--- src/rtl/core/pfrr_pkg.sv ---
// ----------------------------------------------------------------------------
// pfrr_pkg
// Types, field widths and constants shared by the path selector files.
// ----------------------------------------------------------------------------
`default_nettype none

package pfrr_pkg;

  localparam int KEY_W      = 32;
  localparam int ADDR_W     = 32;
  localparam int REPS_W     = 7;
  localparam int SLOT_W     = 6;
  localparam int LFSR_W     = 32;
  localparam int LFSR_BIT_W = 5;

  localparam logic [LFSR_W-1:0] LFSR_TAPS = 32'h8020_0003;
  localparam logic [LFSR_W-1:0] LFSR_SEED = 32'h0000_0001;

  localparam logic REQ_ADD    = 1'b0;
  localparam logic REQ_SELECT = 1'b1;

  typedef enum logic [2:0] {
    ST_IDLE,
    ST_ADD,
    ST_SCAN,
    ST_WAIT_REM,
    ST_RESP
  } state_t;

  // One step of the Galois LFSR, x^32 + x^22 + x^2 + x + 1.
  function automatic logic [LFSR_W-1:0] lfsr_step(input logic [LFSR_W-1:0] v);
    logic [LFSR_W-1:0] s;
    s = v >> 1;
    if (v[0]) begin
      s = s ^ LFSR_TAPS;
    end
    return s;
  endfunction

endpackage

`default_nettype wire

--- src/rtl/core/pfrr_rem_unit.sv ---
// ----------------------------------------------------------------------------
// pfrr_rem_unit
// Restoring remainder unit: one dividend bit per cycle.
// ----------------------------------------------------------------------------
`default_nettype none

module pfrr_rem_unit import pfrr_pkg::*; #(
  parameter int DIV_W = 7
) (
  input  logic              clk,
  input  logic              rst_n,
  input  logic              start,
  input  logic [LFSR_W-1:0] dividend,
  input  logic [DIV_W-1:0]  divisor,
  output logic              done,
  output logic [DIV_W-1:0]  remainder
);

  logic [LFSR_W-1:0]     num_r;
  logic [DIV_W-1:0]      rem_r;
  logic [DIV_W-1:0]      den_r;
  logic [LFSR_BIT_W-1:0] bit_r;
  logic                  busy_r;
  logic                  done_r;
  logic [DIV_W:0]        trial;
  logic [DIV_W:0]        diff;
  logic [DIV_W-1:0]      rem_nxt;

  // The partial remainder stays below the divisor, so the trial value is
  // below twice the divisor and one subtract settles each bit.
  always_comb begin
    trial   = {rem_r, num_r[LFSR_W-1]};
    diff    = trial - {1'b0, den_r};
    rem_nxt = diff[DIV_W] ? trial[DIV_W-1:0] : diff[DIV_W-1:0];
  end

  always_ff @(posedge clk) begin
    if (!rst_n) begin
      busy_r <= 1'b0;
      done_r <= 1'b0;
    end else if (start) begin
      busy_r <= 1'b1;
      done_r <= 1'b0;
    end else if (busy_r && (bit_r == '0)) begin
      busy_r <= 1'b0;
      done_r <= 1'b1;
    end
  end

  always_ff @(posedge clk) begin
    if (start) begin
      num_r <= dividend;
      den_r <= divisor;
      rem_r <= '0;
      bit_r <= LFSR_BIT_W'(LFSR_W - 1);
    end else if (busy_r) begin
      num_r <= num_r << 1;
      rem_r <= rem_nxt;
      bit_r <= bit_r - LFSR_BIT_W'(1);
    end
  end

  assign done      = done_r;
  assign remainder = rem_r;

endmodule

`default_nettype wire

--- config.mk ---
export PLATFORM = sky130hd
export DESIGN_NAME = pfrr_rem_unit
export DESIGN_NICKNAME = d
export VERILOG_FILES = /design/src/rtl/core/pfrr_pkg.sv /design/src/rtl/core/pfrr_rem_unit.sv
export SDC_FILE = /design/constraint.sdc
export NUM_CORES = 1
export LEC_CHECK = 0
export BUFFER_PORTS_ARGS = -buffer_cell sky130_fd_sc_hd__buf_4
export CAP_MARGIN = 20
export CORE_MARGIN = 10
export CORE_UTILIZATION = 51
export CTS_BUF_LIST = sky130_fd_sc_hd__clkbuf_4 sky130_fd_sc_hd__clkbuf_8
export CTS_CLUSTER_SIZE = 25
export DETAILED_ROUTE_END_ITERATION = 10
export PLACE_DENSITY_LB_ADDON = 0.1
export SKIP_CTS_REPAIR_TIMING = 1
export SYNTH_ARGS = -nofsm -noshare
export SYNTH_HDL_FRONTEND = slang
export SYNTH_SLANG_ARGS = --single-unit
--- constraint.sdc ---
create_clock -name clk -period 2.18 [get_ports clk]
set_input_delay 0.109 -clock clk [delete_from_list [all_inputs] [get_ports clk]]
set_output_delay 0.109 -clock clk [all_outputs]
set_load 0.005 [all_outputs]
Yosys cells after proc, flatten, opt, wreduce, memory -nomap -nowiden
Cells that the tools add are included.
{"block": "classes", "n_addsub": 2, "mux": 5, "bitwise_logic": 1, "n_reduce_logical": 5}
{"cell": "two-way mux 32 bit", "count": 2}
{"cell": "subtractor 8 x 7 -> 8 bit", "count": 1}
{"cell": "two-way mux 7 bit", "count": 1}
{"cell": "zero test 5 bit", "count": 1}
{"cell": "subtractor 5 x 1 -> 5 bit, second input constant", "count": 1}
{"cell": "nonzero test 2 bit", "count": 2}
{"cell": "two-way mux 1 bit", "count": 2}
{"cell": "OR reduction 2 bit", "count": 1}
{"cell": "logical AND 1 bit", "count": 1}
{"cell": "inverter 1 bit", "count": 1}
{"block": "totals", "ff_bits": 53, "input_bits": 42, "output_inout_bits": 8, "elab_cells": 19}

Longest topological paths before layout
Gate-level depths: netlist of the first run.
{"block": "depth", "depth_word": 4, "depth_mapped": 8, "ltp_nobuf": 8}

Worst setup path before layout of the first run
Ideal clock, no wire load.
{"block": "synth_timing", "kind": "register to register", "from": "reg rem_r[5], in the netlist remainder[5]", "to": "reg rem_r[4], in the netlist remainder[4]", "setup_time_ps": 91, "arrival_time_ps": 1971, "t_required_ps": 2089, "slack_ps": 118, "stages_incl_launch_ff": 7, "n_path_buf": 0, "period_less_slack_ps": 2062, "path_cell_list": "dfxtp_1 -> ha_1 -> a21oi_1 -> nand2_1 -> o221a_2 -> or4_1 -> a311oi_1"}
{"block": "synth_between", "elab_chain_cells": 2}
{"item": "from (decl)", "line": "pfrr_rem_unit.sv:20", "rtl": "logic [DIV_W-1:0] rem_r;"}
{"item": "from (signal assigned)", "line": "pfrr_rem_unit.sv:58", "rtl": "rem_r <= rem_nxt;"}
{"item": "subtractor 8 x 7 -> 8 bit", "line": "pfrr_rem_unit.sv:33", "rtl": "diff = trial - {1'b0, den_r};"}
{"item": "two-way mux 7 bit", "line": "pfrr_rem_unit.sv:34", "rtl": "rem_nxt = diff[DIV_W] ? trial[DIV_W-1:0] : diff[DIV_W-1:0];"}
Every way passes these cells.
A chain may end at the register's enable or synchronous reset.

Worst setup path after layout of the first run
{"block": "layout_timing", "from": "reg den_r[1]", "to": "reg rem_r[5], in the netlist remainder[5]"}
{"block": "layout_between", "elab_chain_cells": 2}
{"item": "from (decl)", "line": "pfrr_rem_unit.sv:21", "rtl": "logic [DIV_W-1:0] den_r;"}
{"item": "from (signal assigned)", "line": "pfrr_rem_unit.sv:53", "rtl": "den_r <= divisor;"}
{"item": "subtractor 8 x 7 -> 8 bit", "line": "pfrr_rem_unit.sv:33"}
{"item": "two-way mux 7 bit", "line": "pfrr_rem_unit.sv:34"}
Every way passes these cells.

==> metrics.txt, run 1 <==
CP startpoint den_r[1]$_DFFE_PP_; row cnt 25; ant diodes 0; most frequent cells in the layout 63 x buf_4, 39 x edfxtp_1, 31 x mux2_2; Mapped Cells 200; mean post-synth cell area 12.8 um^2; DIE HEIGHT 90.8 um; Core Util, Final 69.3%; via count around 1,800; setup violators final 2; worst r2r src den_r[1]$_DFFE_PP_; Via density 5.23; critical setup path kind reg -> reg; CTS tree built; DRT Wirelength 5010 um; Slew headroom 72.6%; global-route wire length before repair 8160 um; vias in the first global route roughly 1,800; DRC viols 0; Leak 1.37 nW; DIE AREA 8240 um^2; Max VDD drop 0.498 mV; CTS Root Cell clkbuf_8; share of cells above drive strength 1 roughly 42%; pwr dens 714 nW/um^2; Crit path largest cell delay 0.46 ns; hold crit path type in -> reg; Synth-to-Final Area Change 29.8%; clock tree buffer depth 2; critical path cell sequence inv_1 > ha_1 > nand2b_1 > a211oi_4 > buf_4 > nor3_1 > or4b_1 > a311oi_1; Worst Skew approximately 0.011 ns; Post-synth EDFFs 39; status finished, violations left; # nets final between 300 and 400; failing checks setup timing; asr flop ratio synth 0%; unrepaired setup endpoints after global routing true; Netlist Area Pre-Place about 2600 um^2; minimum clock period ~2.2 ns; Worst setup EP type flop; dpl cell area 3080 um^2; Crit path required time 2.39 ns; worst hold slack 0.0311 ns; port bufs 49; Starting DRT DRC Count 61; period utilization 102%; H-tree depth 2; gr ovfl total 0; initial antenna violation count 0; clk_lat worst skew 0.31 ns; final HPWL from detailed placement 3620 um; sequential-to-total area share from yosys stat approximately 57%; syn nets roughly 250; Max Cap Viol 0; Distinct cells, synth 44; Worst Setup EP remainder[5]$_SDFFE_PP0P_; TritonCTS buffer count 5; Worst-path clk slew 0.10 ns; first-pass iteration count of the detailed router 4; Power Total 2.37 mW; #FFs+latches synth between 50 and 60; Primary FF master, synth edfxtp_1; CP max-delay cell or4b_1; Synth Warn # 0; initial cell density of the core 53.4%; Hold Fails Final Rpt 0; routed len/inst 14.8 um; R2R depth 8; CP max FO 5; flop2flop setup slack -0.05 ns; R2R Path End remainder[5]$_SDFFE_PP0P_; dpl ws -0.00432 ns; # IOs 50; Final Slew Violations 0; Min-Delay Path Depth 2; Final Cell Area between 3000 and 4000 um^2; gpl congestion 0.811; CP arrival 2.44 ns; die width 90.8 um; pin count of the biggest net entering global routing 35; Max Freq 449 MHz; Worst-Margin Slew 0.412 ns; GRT Total Usage 11.8%; clock sinks 53; setup ws final -0.0485 ns; commonest non-fill, non-tap cell in the layout buf_4; CP Launch Type flop; antenna-violating nets left 0; core area 4790 um^2
-- layout make-up --
cell class	count	area, um^2
clock inverter	3	43.8
multi-input combinational	127	1060
clock buffer	5	68.8
timing repair buffer	71	563
fill	359	1470
tap	67	83.8
sequential	53	1450
inverter	13	48.8
-- cells in the mapped netlist, types with 2 or more instances --
library cell,n,area (um^2)
nand3_1,2,10.0
a21oi_1,8,40.0
nor2_2,2,12.5
a211oi_1,3,22.5
edfxtp_1,39,1170
ha_1,8,100
inv_1,13,48.8
nand2_1,6,22.5
and2_1,2,12.5
o21ai_0,8,40.0
nand2b_1,9,56.3
dfxtp_1,14,280
clkbuf_1,5,18.8
or3_1,2,12.5
buf_1,2,7.51
nor2b_1,2,12.5
xnor2_1,2,17.5
mux2_2,31,349
a311oi_1,6,52.6
nor3b_1,2,15.0
nor2_1,11,41.3
-- stage by stage --
step                      TNS [ns]  instances
after floorplan                  0        200
after global placement           0        321
after detailed placement  -0.00934        321
after CTS                  -0.0646        329
after global routing        -0.378        339
final                      -0.0806        339
-- report_power, final --
group	internal [mW]	switching, mW
registers	1.19	0.0395
clock network	0.345	0.329
logic	0.254	0.212
-- flip-flops by register name (all words and copies together), names as in the netlist --
register,count
done,1
remainder,7
busy_r,1
bit_r,5
num_r,32
den_r,7
-- worst max-delay path, delay by kind of cell (launching register included) --
family / cells / cell delay (ns)
fa+ha+maj: 1 / 0.27
flops: 1 / 0.39
simple gates: 3 / 0.61
compound gates: 2 / 0.63
buf+inv: 2 / 0.22
-- metal layers --
metal	vias up	track usage (%)	share of wire, %
met5	-	0	0
met4	0	2.39	0.52
met3	2	4.99	6.6
met2	52	19.2	48
met1	834	14.2	45
li1	886	-	-
-- kinds of logic (layout without fill, tap and decap cells) --
| kind of cell | Yosys count | count (layout) | synth area share, % |
|---|---|---|---|
| buffers and inverters | 20 | 92 | 2.94 |
| AO/OA/AOI/OAI | 36 | 36 | 10.2 |
| AND/OR/NAND/NOR | 48 | 48 | 10.6 |
| flip-flops | 53 | 53 | 56.8 |
| XOR/XNOR | 3 | 3 | 1.03 |
| multiplexers | 31 | 31 | 13.7 |
| adder cells (fa/ha/maj) | 9 | 9 | 4.70 |
-- worst min path at each step --
stage,endpoint,from
2_1_floorplan,den_r[0]$_DFFE_PP_,divisor[0]
3_5_place_dp,den_r[2]$_DFFE_PP_,divisor[2]
5_1_grt,done$_SDFFE_PP0P_,rst_n
3_3_place_gp,den_r[4]$_DFFE_PP_,divisor[4]
6_report,busy_r$_SDFFE_PN0P_,rst_n
4_1_cts,den_r[1]$_DFFE_PP_,divisor[1]
No activity file was read; power rests on OpenSTA's default activity.
==> run 2, diff against run 1 <==
Settings changed: BUFFER_PORTS_ARGS -buffer_cell sky130_fd_sc_hd__buf_4 to unset, CORE_UTILIZATION 51 to 59, DONT_BUFFER_PORTS set to 1.
==> metrics.txt, run 2 (synthesis results as in run 1) <==
status finished, violations left (unchanged); failing checks hold timing (was setup timing); Reg with most FFs num_r (unchanged); multi-input combinational cell area 1110 um^2 (was 1060 um^2); Fin Setup TNS 0 ns (was -0.0806 ns); Worst setup EP type flop (unchanged); pin count of the biggest net entering global routing 57 (was 35); Hold Fails Final Rpt 13 (was 0); Worst-path clk slew 0.10 ns (about the same); port bufs 0 (was 49); Worst-Margin Slew 0.458 ns (was 0.412 ns); antenna-violating nets left 0 (unchanged); worst hold slack -0.101 ns (was 0.0311 ns); first-pass iteration count of the detailed router 6 (was 4); period utilization 97.4% (was 102%); # IOs 50 (unchanged); Via density 5.81 (was 5.23); H-tree depth 2 (unchanged); gpl congestion 0.939 (was 0.811); critical path cell sequence inv_1 > ha_2 > a21o_1 > o221a_4 > or4b_1 > a311oi_1 (was inv_1 > ha_1 > nand2b_1 > a211oi_4 > buf_4 > nor3_1 > or4b_1 > a311oi_1); CTS tree built (unchanged); fill count 287 (was 359); GRT Total Usage 12.8% (was 11.8%); Final Slew Violations 0 (unchanged); clock sinks 53 (unchanged); dpl cell area 2690 um^2 (was 3080 um^2); DRC viols 0 (unchanged); DIE AREA 7360 um^2 (was 8240 um^2); DIE HEIGHT 85.8 um (was 90.8 um); register area 1450 um^2 (unchanged); Crit path required time 2.40 ns (was 2.39 ns); clock tree buffer depth 2 (unchanged); Synth-to-Final Area Change 18.6% (was 29.8%); initial antenna violation count 0 (unchanged); ant diodes 0 (unchanged); # nets final 281 (was 322); vias in the first global route 1,579 (was 1,772); Final Cell Area 3030 um^2 (was 3320 um^2); die width 85.8 um (was 90.8 um); CP max FO 7 (was 5); Final Instance Count excl. Fillers 281 (was 339); Worst Skew 0.0127 ns (was 0.0115 ns); CP Launch Type flop (unchanged); Max VDD drop 0.531 mV (was 0.498 mV); Starting DRT DRC Count 123 (was 61); via count 1,633 (was 1,774); TritonCTS buffer count 5 (unchanged); clk_lat worst skew 0.30 ns (was 0.31 ns); gr ovfl total 0 (unchanged); DRT Wirelength 5000 um (was 5010 um); Crit path largest cell delay 0.52 ns (was 0.46 ns); CP arrival 2.35 ns (was 2.44 ns); Leak 1.14 nW (was 1.37 nW); routed len/inst 17.8 um (was 14.8 um); max FFs per register 32 (unchanged); minimum clock period 2.12 ns (was 2.23 ns); placed insts 256 (was 321); CP max-delay cell or4b_1 (unchanged); CTS Root Cell clkbuf_8 (unchanged); critical setup path kind reg -> reg (unchanged); pwr dens 727 nW/um^2 (was 714 nW/um^2); Max Freq 471 MHz (was 449 MHz); hold crit path type in -> reg (unchanged); row cnt 23 (was 25); Slew headroom 69.5% (was 72.6%); setup violators final 0 (was 2); Max Cap Viol 0 (unchanged); most frequent cells in the layout 39 x edfxtp_1, 31 x mux2_2, 15 x dlygate4sd3_1, 15 x buf_4, 14 x dfxtp_1 (was 63 x buf_4, 39 x edfxtp_1, 31 x mux2_2); core area 4090 um^2 (was 4790 um^2); initial cell density of the core 62.5% (was 53.4%); global-route wire length before repair 7630 um (was 8160 um); final HPWL from detailed placement 3450 um (was 3620 um); commonest non-fill, non-tap cell in the layout edfxtp_1 (was buf_4); share of cells above drive strength 1 31.2% (was 42.3%)
==> run 2: cell count changes in the layout (fill, tap and decap cells not counted), moves of 2 or more <==
cell,delta
ha_4,+3
ha_1,-5
buf_4,-48
ha_2,+2
dlygate4sd3_1,+8
==> run 2: worst paths after layout <==
kind              cells after the start  slack [ns]               start                        end
setup / recovery                      6        0.06  den_r[6]$_DFFE_PP_  remainder[5]$_SDFFE_PP0P_
hold / removal                        1       -0.10               start  remainder[3]$_SDFFE_PP0P_
setup reg to reg                      6        0.06  den_r[6]$_DFFE_PP_  remainder[5]$_SDFFE_PP0P_
hold reg to reg                       2        0.49   done$_SDFFE_PP0P_          done$_SDFFE_PP0P_
==> run 2: through the flow <==
step           setup WS, ns  util, %  power (mW)
3_3_place_gp         0.0792     65.8        1.58
6_report             0.0566     74.1        2.20
5_1_grt             -0.0274     74.1        2.32
4_1_cts             -0.0214     68.0        2.14
2_1_floorplan         0.118        -        1.51
3_5_place_dp        0.00149     65.8        1.59
==> run 2: worst max-delay path, delay by kind of cell (launching register included) <==
kind,cells,cell delay [ns]
DFF,1,0.37
AOI/OAI and AO/OA,3,0.79
buffers and inverters,1,0.07
and+or+nand+nor,1,0.52
adders and majority gates,1,0.30
==> run 2: layer usage <==
| layer | vias up | track usage [%] | wire length (um) |
|---|---|---|---|
| met4 | 0 | 3.59 | 19 |
| met1 | 788 | 14.7 | 1990 |
| met5 | - | 0 | 0 |
| li1 | 802 | - | - |
| met2 | 41 | 20.2 | 2540 |
| met3 | 2 | 7.19 | 451 |
==> run 2: area by class of cell <==
type | count | area share, %
inverters | 13 | 1.61
clock buffers | 6 | 2.52
well taps | 50 | 2.07
clock inverters | 2 | 0.454
multi-input cells | 127 | 36.8
flip-flops and latches | 53 | 47.9
repair buffers | 30 | 8.67
==> run 2: power breakdown <==
| part | leakage, nW | internal [mW] | switching [mW] | total [mW] |
|---|---|---|---|---|
| clock | 0.0490 | 0.242 | 0.311 | 0.553 |
| combinational | 0.586 | 0.221 | 0.197 | 0.418 |
| sequential | 0.506 | 1.19 | 0.0407 | 1.23 |
| total | 1.14 | 1.65 | 0.549 | 2.20 |
